File: src/hdl/table_with_global_fill_and_sum_unit_defines.svh
// Assertion macros for the table with global fill and running sum.
// Used by the top level only; expects i_clk and i_rst_n in scope.
`ifndef TABLE_WITH_GLOBAL_FILL_AND_SUM_UNIT_DEFINES_SVH
`define TABLE_WITH_GLOBAL_FILL_AND_SUM_UNIT_DEFINES_SVH

// same-cycle implication
`define TWGFS_ASSERT_IMP(lbl, ante, cons) \
    lbl: assert property (@(posedge i_clk) disable iff (!i_rst_n) (ante) |-> (cons)) \
        else $error("twgfs: same-cycle check failed");

// next-cycle implication
`define TWGFS_ASSERT_NXT(lbl, ante, cons) \
    lbl: assert property (@(posedge i_clk) disable iff (!i_rst_n) (ante) |=> (cons)) \
        else $error("twgfs: next-cycle check failed");

// at most one of a group of strobes
`define TWGFS_ASSERT_ONEHOT0(lbl, vec) \
    lbl: assert property (@(posedge i_clk) disable iff (!i_rst_n) $onehot0(vec)) \
        else $error("twgfs: strobe overlap");

`endif

File: src/hdl/twgfs_pkg.sv
// Package for the table with global fill and running sum.
// Field widths, defaults, request codes, FSM states and control structs.
`timescale 1ns / 1ps
`default_nettype none

package twgfs_pkg;

    localparam int TYPE_W          = 1;
    localparam int INDEX_W         = 10;
    localparam int FIELD_VALUE_W   = 30;
    localparam int TOTAL_W         = 40;
    localparam int COUNT_W         = 11;
    localparam int COUNT_RESET     = 1024;
    localparam int DEF_TABLE_DEPTH = 1024;
    localparam int DEF_VALUE_WIDTH = 30;
    localparam int EPOCH_W         = 8;

    localparam logic [EPOCH_W-1:0] EPOCH_FIRST = EPOCH_W'(1);
    localparam logic [EPOCH_W-1:0] EPOCH_MAX   = '1;
    localparam logic [EPOCH_W-1:0] EPOCH_NONE  = '0;

    typedef enum logic [TYPE_W-1:0] {
        REQ_POINT = 1'b0,
        REQ_FILL  = 1'b1
    } t_req_type;

    typedef enum logic [1:0] {
        ST_SWEEP,
        ST_IDLE,
        ST_EXEC,
        ST_FINISH
    } t_state;

    typedef struct packed {
        logic capture;
        logic exec;
        logic commit;
        logic sweep;
    } t_cmd;

    typedef struct packed {
        logic sweep_last;
        logic wrap;
        logic out_free;
    } t_sts;

endpackage

`default_nettype wire

File: src/hdl/twgfs_ctrl.sv
// Controller FSM: clearing pass, accept, execute, commit.
// Depends on twgfs_pkg for states and command/status structs.
`timescale 1ns / 1ps
`default_nettype none

module twgfs_ctrl
    import twgfs_pkg::*;
(
    input  wire logic i_clk,
    input  wire logic i_rst_n,
    input  wire logic i_req_valid,
    output      logic o_req_ready,
    input  wire t_sts i_sts,
    output      t_cmd o_cmd
);

    t_state r_state;
    t_state n_state;

    always_ff @(posedge i_clk) begin
        if (!i_rst_n) begin
            r_state <= ST_SWEEP;
        end else begin
            r_state <= n_state;
        end
    end

    always_comb begin
        n_state = r_state;
        case (r_state)
            ST_SWEEP: begin
                if (i_sts.sweep_last) begin
                    n_state = ST_IDLE;
                end
            end
            ST_IDLE: begin
                if (i_req_valid) begin
                    n_state = ST_EXEC;
                end
            end
            ST_EXEC: begin
                n_state = ST_FINISH;
            end
            ST_FINISH: begin
                if (i_sts.out_free) begin
                    n_state = i_sts.wrap ? ST_SWEEP : ST_IDLE;
                end
            end
            default: begin
                n_state = ST_SWEEP;
            end
        endcase
    end

    always_comb begin
        o_req_ready = 1'b0;
        o_cmd       = '0;
        case (r_state)
            ST_SWEEP: begin
                o_cmd.sweep = 1'b1;
            end
            ST_IDLE: begin
                o_req_ready   = 1'b1;
                o_cmd.capture = i_req_valid;
            end
            ST_EXEC: begin
                o_cmd.exec = 1'b1;
            end
            ST_FINISH: begin
                o_cmd.commit = i_sts.out_free;
            end
            default: begin
                o_cmd = '0;
            end
        endcase
    end

endmodule

`default_nettype wire

File: config.mk
export PLATFORM = sky130hd
export DESIGN_NAME = twgfs_ctrl
export DESIGN_NICKNAME = d
export VERILOG_FILES = /design/src/hdl/table_with_global_fill_and_sum_unit_defines.svh /design/src/hdl/twgfs_pkg.sv /design/src/hdl/twgfs_ctrl.sv
export SDC_FILE = /design/constraint.sdc
export NUM_CORES = 1
export LEC_CHECK = 0
export BUFFER_PORTS_ARGS = -buffer_cell sky130_fd_sc_hd__buf_2
export CELL_PAD_IN_SITES_DETAIL_PLACEMENT = 1
export CELL_PAD_IN_SITES_GLOBAL_PLACEMENT = 1
export CORE_AREA = 2 2 39 41
export CTS_CLUSTER_DIAMETER = 120
export CTS_CLUSTER_SIZE = 14
export DETAILED_ROUTE_END_ITERATION = 8
export DIE_AREA = 0 0 41 43
export PLACE_DENSITY = 0.5
export SYNTH_ARGS = -nofsm -noshare
export SYNTH_HDL_FRONTEND = slang
export SYNTH_SLANG_ARGS = --single-unit
File: constraint.sdc
create_clock -name i_clk -period 4.7 [get_ports i_clk]
set_clock_uncertainty 0.2 [all_clocks]
set_input_delay 1.41 -clock i_clk [delete_from_list [all_inputs] [get_ports i_clk]]
set_output_delay 1.41 -clock i_clk [all_outputs]
set_load 0.02 [all_outputs]
==> metrics <==
status finished, final reports clean; Port-buffer cells 10; initial antenna violation count 0; Net Count, Synth 32; die area 0.001763 mm²; gpl congestion 0.6202; Worst-Margin Slew 0.2852 ns; Final Non-Filler Cells 51; Reg2Reg Setup Slack 3.00 ns; GRT Util Overall 7.307%; I/O pin count 11; Synth cell types 15; slew margin rel. 80.99%; Period minus WS final 3.469 ns; commonest non-fill, non-tap cells in the layout 10 x buf_2, 4 x ha_1, 3 x inv_1, 3 x clkbuf_4; fin crit share 73.81%; Peak VDD IR 157.3 µV; PD cells between 500 and 600 mW/mm²; RSZ-0062 raised after global routing no; nets 47; grt ovf 0; critical path required time 3.09 ns; clk_lat worst skew ~0.23 ns; cts repair resizes 0; clk sinks 2; area delta synth->final 44.31%; CP max stage cell and2_2; total CTS buffers 3; fmax 288.3 MHz; Top reg by flops r_state; global-route wire length before repair 793 µm; Final Max Tran Viols 0; synthesized flop and latch total 2; Synth area leaders ha_1 24%, dfxtp_1 19%, a221oi_2 7.2%; Post-DP HPWL 427.3 µm; Initial Utilization 15.10%; Hold Crit Class flop to flop; Fin. Hold Viols 0; Total Wirelength 522 µm; Vias/cell 4.039; worst path cell trace buf_2 > and2_2 > buf_2; # hold bufs at CTS 0; Worst Hold Slack 0.3418 ns; post-synth top area share 23.95%; Regs by FF count r_state x2; cells after synthesis 22; CP bufs+invs 2; Worst EP arrival roughly 1.9 ns; Die Wd 41 µm; Setup TNS 0 ns; Final setup viols 0; routed length per placed instance 10.24 µm; TritonCTS clock tree done; slowest stage delay, CP around 0.18 ns; H-tree levels 1; vias in the first global route approximately 200; Yosys warnings 0; Total Power 0.0001779 W; leakage power about 0.15 nW; Util after Layout 21.79%; CORE AREA 0.001384 mm²; family with the most delay on the worst path buffers and inverters; via count between 200 and 250; DRC viols 0; crit path max fanout 2; startpoint types primary input; # Post-CTS Setup Buffers 0; CTS clock-pin slew for the worst setup and hold paths around 0.03 ns; Clock Path Buffers 2; Die Y-Extent 43 µm; largest net degree at the start of global routing 7; placed cell count 48; Initial DRC Count 0; commonest non-fill, non-tap cell in the layout buf_2; Synth area leader ha_1; # rows 14; WS Path Type primary input to output port; filler instances 164; multi-input logic area 153.9 µm²; 1st-pass router iterations 1; Critical Path Sink Type output port; max reg flops 2; antenna cells 0; root buf cell clkbuf_4; FF+latch area 40.04 µm²; CP dominant cell by count buf_2; share of cells above drive strength 1 51.43%; Syn Area/Cell 9.498 µm²; max-cap violation count 0; cell area after synthesis 209.0 µm²; remaining antenna violation count 0; post-synthesis sequential area ratio about a fifth
-- cell usage after synthesis --
cell type	count
nor2b_4	1
mux2i_1	1
nand2_1	2
dfxtp_1	2
inv_1	3
nor2b_2	1
ha_1	4
a221oi_2	1
and2_1	1
a2111o_1	1
o2111a_1	1
inv_2	1
nand2b_1	1
or3_1	1
and2_2	1
-- metrics by stage --
stage,setup slack (ns),area (µm²)
final,1.231,301.5
after floorplan,1.464,209.0
after CTS,1.225,301.5
after global routing,1.213,301.5
after global placement,1.237,279.0
after detailed placement,1.227,279.0
-- final timing paths --
path	startpoint	end	depth (start not counted)
worst max register to register	r_state[0]	r_state[0]	5
worst max-delay path	i_sts[0]	o_cmd[1]	3
worst min-delay path	r_state[1]	r_state[1]	2
worst min register to register	r_state[1]	r_state[1]	2
-- cells by family (layout without fill, tap and decap cells) --
group / count (synthesis) / count (layout) / share of synthesized area, %
mux: 1 / 1 / 4.791
flops: 2 / 2 / 19.16
simple gates: 8 / 8 / 26.95
buf+inv: 4 / 17 / 7.184
compound gates: 3 / 3 / 17.96
fa+ha+maj: 4 / 4 / 23.95
-- worst register-to-register path: stages (launching register included) --
cell and delay (ns):
dfxtp_1 0.41, inv_1 0.09, ha_1 0.25, nand2b_1 0.15, a2111o_1 0.35, o2111a_1 0.15
-- cell type report --
cell class / instances / share of cell area (%)
sequential: 2 / 13.28
clock buffer: 3 / 7.469
tap: 16 / 6.639
inverter: 4 / 4.979
timing repair buffer: 10 / 16.60
multi-input combinational: 16 / 51.04
-- where the power goes --
part           internal (W)  switching [W]
combinational     0.0000445      0.0000584
sequential        0.0000250      0.0000109
clock             0.0000283      0.0000108
total             0.0000977      0.0000801
-- routing by layer --
layer / track usage (%) / wire, µm / vias to the layer above
met2: 9.688 / 227 / 13
met1: 7.643 / 216 / 90
met5: 0 / 0 / -
li1: - / - / 101
met4: 8.000 / 16 / 0
met3: 3.141 / 62 / 2
Power figures use the tool's default switching activity.
